File: src/hdl/steering_direction_unit_top_macros.svh
// Assertion macros for the steering direction unit.
`ifndef STEERING_DIRECTION_UNIT_TOP_MACROS_SVH
`define STEERING_DIRECTION_UNIT_TOP_MACROS_SVH

// Same-cycle implication, disabled during reset.
`define SDU_ASSERT_IMP(name, ante, cons) \
  name: assert property (@(posedge clk) disable iff (rst) (ante) |-> (cons)) \
    else $error("sdu assertion failed");

// Next-cycle implication, disabled during reset.
`define SDU_ASSERT_NXT(name, ante, cons) \
  name: assert property (@(posedge clk) disable iff (rst) (ante) |=> (cons)) \
    else $error("sdu assertion failed");

`endif

File: src/hdl/sdu_pkg.sv
// Shared types and constants of the steering direction unit.
package sdu_pkg;

  localparam int CoordW = 32;
  localparam int LatW   = 16;
  localparam int RadW   = 32;
  localparam int DirW   = 16;
  localparam int CmdW   = 3;
  localparam int CfgIdxW = 2;
  localparam int CfgW   = 32;

  localparam logic [CmdW-1:0] CMD_SEEK     = 3'd0;
  localparam logic [CmdW-1:0] CMD_FLEE     = 3'd1;
  localparam logic [CmdW-1:0] CMD_PURSUE   = 3'd2;
  localparam logic [CmdW-1:0] CMD_EVADE    = 3'd3;
  localparam logic [CmdW-1:0] CMD_APPROACH = 3'd4;

  localparam logic [CfgIdxW-1:0] CFG_LOOK_AHEAD = 2'd0;
  localparam logic [CfgIdxW-1:0] CFG_OUTER      = 2'd1;
  localparam logic [CfgIdxW-1:0] CFG_INNER      = 2'd2;

  localparam logic [LatW-1:0] LOOK_AHEAD_RST = 16'd256;
  localparam logic [RadW-1:0] OUTER_RST      = 32'd2560;
  localparam logic [RadW-1:0] INNER_RST      = 32'd1280;

  localparam int QueueDepthDef = 2;

  // Command class made by the front end.
  typedef struct packed {
    logic known;     // command 0..4
    logic toward;    // seek or pursue
    logic lead;      // pursue or evade: move target ahead
    logic approach;  // hysteresis command
  } kind_t;

  typedef struct packed {
    kind_t                    kind;
    logic signed [CoordW-1:0] own_x;
    logic signed [CoordW-1:0] own_y;
    logic signed [CoordW-1:0] own_z;
    logic signed [CoordW-1:0] target_x;
    logic signed [CoordW-1:0] target_y;
    logic signed [CoordW-1:0] target_z;
    logic signed [CoordW-1:0] target_vel_x;
    logic signed [CoordW-1:0] target_vel_z;
  } item_t;

  typedef enum logic [3:0] {
    ST_IDLE,
    ST_LEAD,
    ST_DIST,
    ST_DIFF,
    ST_SCALE,
    ST_SQ,
    ST_SQRT,
    ST_DIVINIT,
    ST_DIV,
    ST_DONE
  } state_t;

endpackage

File: src/hdl/sdu_front.sv
// Front end: command decode and the item queue feeding the back end.
module sdu_front #(
  parameter int DEPTH = sdu_pkg::QueueDepthDef
) (
  input  logic                              clk,
  input  logic                              rst,
  input  logic                              push,
  output logic                              full,
  input  logic [sdu_pkg::CmdW-1:0]          command,
  input  logic signed [sdu_pkg::CoordW-1:0] own_x,
  input  logic signed [sdu_pkg::CoordW-1:0] own_y,
  input  logic signed [sdu_pkg::CoordW-1:0] own_z,
  input  logic signed [sdu_pkg::CoordW-1:0] target_x,
  input  logic signed [sdu_pkg::CoordW-1:0] target_y,
  input  logic signed [sdu_pkg::CoordW-1:0] target_z,
  input  logic signed [sdu_pkg::CoordW-1:0] target_vel_x,
  input  logic signed [sdu_pkg::CoordW-1:0] target_vel_z,
  output sdu_pkg::item_t                    q_item,
  output logic                              q_avail,
  input  logic                              q_pop
);
  import sdu_pkg::*;

  localparam int PtrW = (DEPTH > 1) ? $clog2(DEPTH) : 1;
  localparam int CntW = $clog2(DEPTH + 1);

  item_t           mem [DEPTH];
  logic [PtrW-1:0] wr_ptr;
  logic [PtrW-1:0] rd_ptr;
  logic [CntW-1:0] count;
  kind_t           kind;
  item_t           in_item;
  logic            wr_en;
  logic            rd_en;

  always_comb begin
    kind = '0;
    case (command)
      CMD_SEEK:     kind = '{known: 1'b1, toward: 1'b1, lead: 1'b0, approach: 1'b0};
      CMD_FLEE:     kind = '{known: 1'b1, toward: 1'b0, lead: 1'b0, approach: 1'b0};
      CMD_PURSUE:   kind = '{known: 1'b1, toward: 1'b1, lead: 1'b1, approach: 1'b0};
      CMD_EVADE:    kind = '{known: 1'b1, toward: 1'b0, lead: 1'b1, approach: 1'b0};
      CMD_APPROACH: kind = '{known: 1'b1, toward: 1'b0, lead: 1'b0, approach: 1'b1};
      default:      kind = '0;
    endcase
  end

  always_comb begin
    in_item.kind         = kind;
    in_item.own_x        = own_x;
    in_item.own_y        = own_y;
    in_item.own_z        = own_z;
    in_item.target_x     = target_x;
    in_item.target_y     = target_y;
    in_item.target_z     = target_z;
    in_item.target_vel_x = target_vel_x;
    in_item.target_vel_z = target_vel_z;
  end

  assign full    = (count == CntW'(DEPTH));
  assign q_avail = (count != '0);
  assign q_item  = mem[rd_ptr];
  assign wr_en   = push && !full;
  assign rd_en   = q_pop && q_avail;

  always_ff @(posedge clk) begin
    if (wr_en) begin
      mem[wr_ptr] <= in_item;
    end
  end

  always_ff @(posedge clk) begin
    if (rst) begin
      wr_ptr <= '0;
      rd_ptr <= '0;
      count  <= '0;
    end else begin
      if (wr_en) begin
        wr_ptr <= (wr_ptr == PtrW'(DEPTH - 1)) ? '0 : wr_ptr + 1'b1;
      end
      if (rd_en) begin
        rd_ptr <= (rd_ptr == PtrW'(DEPTH - 1)) ? '0 : rd_ptr + 1'b1;
      end
      if (wr_en && !rd_en) begin
        count <= count + 1'b1;
      end else if (rd_en && !wr_en) begin
        count <= count - 1'b1;
      end
    end
  end

endmodule

File: config.mk
export PLATFORM = sky130hd
export DESIGN_NAME = sdu_front
export DESIGN_NICKNAME = d
export VERILOG_FILES = /design/src/hdl/steering_direction_unit_top_macros.svh /design/src/hdl/sdu_pkg.sv /design/src/hdl/sdu_front.sv
export SDC_FILE = /design/constraint.sdc
export NUM_CORES = 1
export LEC_CHECK = 0
export BUFFER_PORTS_ARGS = -buffer_cell sky130_fd_sc_hd__clkbuf_2
export CAP_MARGIN = 10
export CELL_PAD_IN_SITES_DETAIL_PLACEMENT = 2
export CELL_PAD_IN_SITES_GLOBAL_PLACEMENT = 2
export CORE_AREA = 2 2 241 243
export DETAILED_ROUTE_END_ITERATION = 10
export DIE_AREA = 0 0 243 245
export GPL_TIMING_DRIVEN = 0
export PLACE_DENSITY_LB_ADDON = 0.1
export SETUP_SLACK_MARGIN = 0.02
export SYNTH_ARGS = -nofsm -noshare
export SYNTH_HDL_FRONTEND = slang
export SYNTH_SLANG_ARGS = --single-unit
export TNS_END_PERCENT = 30
File: constraint.sdc
create_clock -name clk -period 7.35 [get_ports clk]
set_input_delay 1.1025 -clock clk [delete_from_list [all_inputs] [get_ports clk]]
set_output_delay 1.1025 -clock clk [all_outputs]
set_load 0.05 [all_outputs]
### Word level (Yosys, flattened, before mapping)

Memory sizes are Yosys's and may differ from the RTL's. A register that Yosys moved wholly into a read port is not among the register bits.
Cells that the tools add are included.

| operators by class | value |
|---|---|
| add/subtract/negate cells | 4 |
| multiply operators | 0 |
| div/mod/pow operators | 0 |
| order comparisons | 0 |
| eq/ne operators | 5 |
| shifts and indexed selects | 0 |
| multiplexer cells | 9 |
| bitwise gates (word level) | 0 |
| reductions and logical operators | 10 |

Operators with widths:

| cell | count |
|---|---|
| 4-bit case mux with 5 select lines | 1 |
| 3-bit by 2-bit == test with 1-bit output, second input constant | 2 |
| 1-bit two-way mux | 6 |
| 1-bit logical AND | 4 |
| 2-bit two-way mux | 2 |
| 2-bit nonzero test | 2 |
| 3-bit by 1-bit == test with 1-bit output, second input constant | 1 |
| 3-bit == test, second input constant | 1 |
| 1-bit logical NOT | 3 |
| 3-bit logical NOT | 1 |
| 1-bit adder, second input constant | 2 |
| 2-bit by 1-bit adder with 2-bit output, second input constant | 1 |
| 2-bit == test, second input constant | 1 |
| 2-bit by 1-bit subtractor with 2-bit output, second input constant | 1 |

| storage, ports and cells | value |
|---|---|
| register bits | 4 |
| bits in latches | 0 |
| bits in writable memories | 520 |
| memory bits (read-only) | 0 |
| input port bits | 263 |
| output and inout port bits | 262 |
| logic and storage cells | 32 |
| memories | 1 |

Memory list:

| memory | depth | width | read ports | clocked after Yosys merged registers in | wr ports | line | RTL |
|---|---|---|---|---|---|---|---|
| mem | 2 | 260 | 1 | 1 | 1 | sdu_front.sv:27 | `item_t mem [DEPTH];` |

### Longest topological paths before layout

Gate-level depths: netlist of run 1.

| logic depth | value |
|---|---|
| depth after elaboration | 7 |
| gate-level depth with buffers | 6 |
| depth with buffers taken out | 6 |

### Least setup slack after synthesis of run 1

Ideal clock, no wire load.

| timing path | value |
|---|---|
| kind | input to register |
| start | input push |
| end | memory mem[1][0] (netlist bit), enable pin |
| setup time | 655 ps |
| arrival | 7219 ps |
| data required time | 6695 ps |
| setup slack | -524 ps |
| cell stages on the path | 3 |
| path buffers | 0 |
| cell sequence | inv_1 nor2_1 and2_1 |

| between the ends | value |
|---|---|
| word-level cells in the longest chain between the ends | 3 |

RTL lines:

| what | line | RTL |
|---|---|---|
| start: declaration | sdu_front.sv:7 | `input logic push,` |
| 1-bit logical AND | sdu_front.sv:63 | `assign wr_en = push && !full;` |
| named net wr_en | sdu_front.sv:33 | `logic wr_en;` |
| 1-bit two-way mux | sdu_front.sv:67 | `if (wr_en) begin` |
| 1-bit two-way mux (not written as such) | sdu_front.sv:68 | `mem[wr_ptr] <= in_item;` |
| end: declaration | sdu_front.sv:27 |  |

The timed path passes the listed nets, and every way through them passes these cells.

==> key figures, run 1 <==
CTS
  • Root buffer cell: clkbuf_16
  • CTS resizes: 0
  • Total CTS buffers: 57
  • CTS H-tree lvls: 2
  • Clock slew at reported path FFs: 0.06 ns
  • Postcts setup bufs: 0
  • Post-CTS Hold Fix Bufs: 0
  • Clk sinks: 525
  • CTS tree: built
  • Largest buffer count on any clock path: 3
  • Worst-Skew Late Latency: 0.60 ns

Drt
  • M1 wire length: 18.9 mm
  • Met3 wire len: 4.18 mm
  • DRT iter0 DRCs: 328
  • Routed Antenna Nets: 0
  • Vias/cell: 4.52
  • Drt total wl: 52.8 mm
  • Drc violations: 0
  • Top routing layer in use: met5
  • Wire length on met2: 28.1 mm
  • Vias: 10100
  • Wire length per cell after detailed routing: 23.5 um
  • Initial DRT Pass Iterations: 7

Pwr
  • Max IR drop VDD: 197 uV
  • Leakage: 9.82 nW
  • Tot Pwr: 10.3 mW
  • Power Density: 409 nW/um^2

Timing
  • Slew margin rel.: 59.6%
  • Setup violators final: 0
  • Final TNS setup: 0 ns
  • Max Fclk: 311 MHz
  • RSZ-0062 raised after global routing: false
  • Final Critical Period: 3.21 ns
  • Final Hold Vio Count: 0
  • Measured slew at the worst slew-check pin: 0.606 ns
  • Clk_skew: 0.0145 ns
  • Tcrit/Tclk final: 43.7%
  • Max Slew Vio Count: 0

Run status
  • Status: finished clean

Global route
  • First-pass GRT wire length: 75.8 mm
  • Largest net degree at the start of global routing: 107
  • Vias in the first global route: 11300
  • Gr usage total: 17.5%
  • Initial antenna violation count: 14
  • GRT overflow: 0

Place
  • Buffers on Ports: 524
  • DP HPWL: 38.1 mm
  • GP Congestion: 0.725

Floorplanning
  • IO Pins: 525
  • Area of the core: 57000 sq um
  • Initial Util: 34.8%
  • Die width: 243 um
  • Die height: 245 um
  • Die footprint: 59500 sq um
  • Core Rows: 88

Final layout
  • Final net count: 1692
  • Commonest non-fill, non-tap cell in the layout: clkbuf_2
  • Ratio of cells with drive above 1 in the final layout: 60.4%
  • Area grow syn2layout: 27.2%
  • Highest-count cells in the layout ignoring fill and taps: 524 x clkbuf_2, 520 x edfxtp_1, 200 x mux2_4

Job
  • Max-Cap Viols: 0

Yosys
  • Seq cells post-synth: 525
  • Syn nets: 1102
  • Count of unique library cells instantiated by Yosys: 17
  • Gate Count Post-Synth: 838
  • Mapped Area: 19800 sq um
  • Sequential share of the synthesized area: 79.3%
  • Yosys warns: 0
  • Mean Syn Cell Area: 23.7 sq um

Setup path
  • Crit path DAT: 2.11 ns
  • Req. time, crit path: 6.25 ns
  • Critical Path End Type: primary output
  • Critical path class: reg2out
  • CP startpoint kind: register
  • Peak fanout along the critical path: 10

Worst hold path
  • HP Class: reg2reg
## critical path, cell delays in order (launching register included)
cell and delay, ns:
dfxtp_1 0.32, buf_6 0.14, buf_6 0.22, buf_6 0.24, mux2_4 0.32, clkbuf_2 0.26
## path summary, 6_finish.rpt
check,startpoint,endpoint,slack (ns),cells past startpoint
worst min-delay path,rd_ptr,rd_ptr,0.50,2
worst max register to register,count[0],mem[1][93],4.82,6
worst max-delay path,register,q_item[227],4.14,5
worst min register to register,rd_ptr,rd_ptr,0.50,2
## cells in the mapped netlist, drive strengths merged
cell / instances / area, sq um
nor2b: 2 / 12.5
mux2: 260 / 3680
or3: 2 / 12.5
ha: 1 / 12.5
nor3b: 1 / 7.51
a21oi: 2 / 10.0
inv: 2 / 7.51
and2: 1 / 6.26
xor2: 3 / 26.3
dfxtp: 5 / 100
or2: 1 / 6.26
o21ai: 4 / 20.0
nor2: 5 / 18.8
edfxtp: 520 / 15600
buf: 29 / 289
## registers in the layout, indices dropped and copies added, names as in the netlist, named ones only
register	flops
count	2
mem	520
wr_ptr	1
rd_ptr	1
## area by class of cell
type	instances	area [sq um]
buffer	29	289
fill	5467	31800
sequential	525	15700
timing repair buffer	531	2820
multi-input combinational	282	3810
clock inverter	24	98.8
inverter	2	15.0
antenna	9	22.5
clock buffer	75	1490
tap	765	957
## layer usage
metal | vias up | track usage, %
met5 | - | 0
li1 | 4546 | -
met2 | 320 | 31.2
met1 | 5157 | 18.9
met4 | 10 | 6.51
met3 | 92 | 6.48
## logic make-up (layout without fill, tap and decap cells)
kind of cell             count (synthesis)  count (layout)  share of synthesized area [%]
XOR/XNOR                                 3               3                          0.133
other                                    0               9                              0
multiplexers                           260             260                           18.6
flip-flops                             525             525                           79.3
AND/OR/NAND/NOR                         12              12                          0.322
adder cells (fa/ha/maj)                  1               1                         0.0631
buffers and inverters                   31             661                           1.50
AO/OA/AOI/OAI                            6               6                          0.151
## through the flow
stage	utilization, %	hold WS [ns]	area, sq um	instances	setup WS, ns
finish	44.2	0.504	25200	2242	4.14
global route	44.2	0.563	25200	2236	4.02
CTS	44.2	0.510	25200	2233	4.02
detailed placement	41.4	0.493	23600	2134	4.06
global placement	41.0	0.468	23400	2127	-3.65
floorplan	-	0.452	19800	838	0.210
## where the power goes
part / switching (mW) / internal, mW / total, mW
combinational: 2.75 / 1.18 / 3.94
clock: 1.11 / 1.41 / 2.52
sequential: 0.0964 / 3.76 / 3.86
total: 3.96 / 6.35 / 10.3
No activity file was read; power rests on OpenSTA's default activity.
==> run 2: changes to the inputs <==
Clock period 7.35 ns to 2.7 ns, I/O delays scaled along.
==> key figures, run 2 (synthesized netlist as in run 1, its figures left out) <==
Run status
  • Status: finished clean

Drt
  • DRT iter0 DRCs: 368 (+12%)
  • Drc violations: 0 (unchanged)
  • Initial DRT Pass Iterations: 4 (-3)
  • Wire length per cell after detailed routing: 22.6 um (-4.0%)
  • Vias: 11100 (+9.8%)
  • Routed Antenna Nets: 0 (unchanged)
  • Vias/cell: 4.44 (-1.8%)
  • Drt total wl: 56.6 mm (+7.3%)

Pwr
  • Power Density: 1030 nW/um^2 (+150%)
  • Max IR drop VDD: 519 uV (+160%)
  • Tot Pwr: 28.9 mW (+180%)
  • Leakage: 11.0 nW (+12%)

Global route
  • Initial antenna violation count: 13 (-1)
  • Grt met1 use: 19.8% (+0.96 points)
  • Met2 usage in global routing: 34.8% (+3.5 points)
  • Largest net degree at the start of global routing: 61 (-43%)
  • First-pass GRT wire length: 83.2 mm (+9.8%)
  • GRT overflow: 0 (unchanged)
  • Grt peak-use layer: met2
  • Vias in the first global route: 13000 (+14%)
  • Gr usage total: 18.8% (+1.3 points)
  • Met3 GRT Util: 6.86% (+0.37 points)

Place
  • Buffers on Ports: 524 (unchanged)
  • Placed cell area: 23700 sq um (+0.49%)
  • DP HPWL: 37.5 mm (-1.5%)
  • Setup slack at placement: 0.167 ns (-3.90 ns)
  • GP Congestion: 0.729 (+0.57%)

Setup path
  • Reg2reg path depth: 6 (unchanged)
  • Crit path DAT: 2.13 ns (+0.02 ns)
  • Peak fanout along the critical path: 10 (unchanged)
  • FF-to-FF setup slack: 0.25 ns (-4.57 ns)
  • CP startpoint kind: register
  • Critical path class: reg2out
  • Reg2reg start: count[1]
  • Critical Path End Type: primary output
  • RR Endpoint: mem[0][161]
  • Req. time, crit path: 2.30 ns (-3.95 ns)

Floorplanning
  • Core Rows: 88 (unchanged)
  • IO Pins: 525 (unchanged)
  • Die width: 243 um (unchanged)
  • Area of the core: 57000 sq um (unchanged)
  • Die height: 245 um (unchanged)
  • Die footprint: 59500 sq um (unchanged)
  • Initial Util: 34.8% (unchanged)

Timing
  • Hold WS: 0.113 ns (-0.392 ns)
  • RSZ-0062 raised after global routing: false
  • Setup violators final: 0 (unchanged)
  • Max Fclk: 394 MHz
  • Final Hold Vio Count: 0 (unchanged)
  • Post-route setup slack: 0.163 ns (-3.97 ns)
  • Final Critical Period: 2.54 ns
  • Measured slew at the worst slew-check pin: 0.631 ns (+0.0251 ns)
  • Tcrit/Tclk final: 94.0%
  • Max Slew Vio Count: 0 (unchanged)
  • Slew margin rel.: 57.8% (-1.8 points)
  • Clk_skew: 0.0231 ns (+0.00859 ns)

CTS
  • Clk sinks: 525 (unchanged)
  • CTS resizes: 0 (unchanged)
  • Largest buffer count on any clock path: 3 (unchanged)
  • CTS H-tree lvls: 2 (unchanged)
  • Worst-Skew Late Latency: 0.61 ns (about the same)
  • CTS tree: built
  • Total CTS buffers: 58 (+1.8%)
  • Root buffer cell: clkbuf_16
  • Clock slew at reported path FFs: 0.06 ns (about the same)

Final layout
  • Utilization after layout: 49.1% (+4.8 points)
  • Highest-count cells in the layout ignoring fill and taps: 524 x clkbuf_2, 520 x edfxtp_1, 257 x dlygate4sd3_1
  • Max reg flops: 520 (unchanged)
  • Final net count: 1956 (+16%)
  • Area grow syn2layout: 41.2%
  • Post-layout instance area: 28000 sq um (+11%)
  • Biggest regs: mem x520, count x2
  • Ratio of cells with drive above 1 in the final layout: 51.9% (-8.5 points)
  • Commonest non-fill, non-tap cell in the layout: clkbuf_2
  • Biggest register: mem
  • Fillcell total: 5300 (-3.1%)

Job
  • Max-Cap Viols: 0 (unchanged)

Worst hold path
  • Hold depth: 2 (unchanged)
  • HP Class: in2reg
  • Hold_sp: command[1]
  • Sink of the worst hold path: mem[1][256]
==> run 2: changes by cell type in the layout (fill, tap and decap cells not counted), sizes merged <==
cell and delta:
buf +6, bufinv +1, clkinv -1, clkinvlp +1, dlygate4sd3 +257
==> run 2: how the worst max path moves through the flow <==
stage | startpoint | endpoint | slack (ns) | cells after the start
after CTS | register | q_item[223] | 0.06 | 5
after detailed placement | push | mem[0][170] | 0.17 | 7
after floorplan | count[1] | mem[0][0] | -2.46 | 3
final | register | q_item[144] | 0.16 | 5
after global routing | register | q_item[228] | 0.04 | 5
after global placement | push | mem[0][170] | -5.32 | 4
==> run 2: metrics by stage <==
stage / setup TNS (ns) / cells
finish: 0 / 2506
global route: 0 / 2506
CTS: 0 / 2497
detailed placement: 0 / 2140
global placement: -1791.96 / 2127
floorplan: -695.41 / 838
==> run 2: cell type report <==
cell class,count,area [sq um],area share (%)
sequential,525,15700,56.2
timing repair buffer,794,5490,19.6
multi-input combinational,282,3830,13.7
clock buffer,75,1540,5.49
tap,765,957,3.42
buffer,29,289,1.03
clock inverter,25,131,0.469
antenna,9,22.5,0.0805
inverter,2,11.3,0.0402
==> run 2: report_power, final <==
group	switching, mW	leakage (nW)	internal [mW]	total [mW]
registers	0.277	4.90	10.2	10.5
clock network	3.15	0.812	4.05	7.20
logic	7.67	5.27	3.55	11.2
total	11.1	11.0	17.8	28.9
==> run 2: routing by layer <==
layer,up-vias,wire (um)
met1,5611,20200
met4,10,1530
met2,329,30500
met5,-,69
li1,5071,-
met3,94,4340
==> run 2: critical path, cell delays in order, from the launching register on <==
cell	delay, ns
dfxtp_1	0.32
buf_6	0.13
buf_6	0.24
buf_6	0.23
mux2_4	0.31
clkbuf_2	0.27
==> run 2: what timing repair did <==
item	CTS	global route
endpoints found under the setup margin	0	0
hold buffers	257	0
buffers inserted	0	0
hold endpoints to repair	514	0
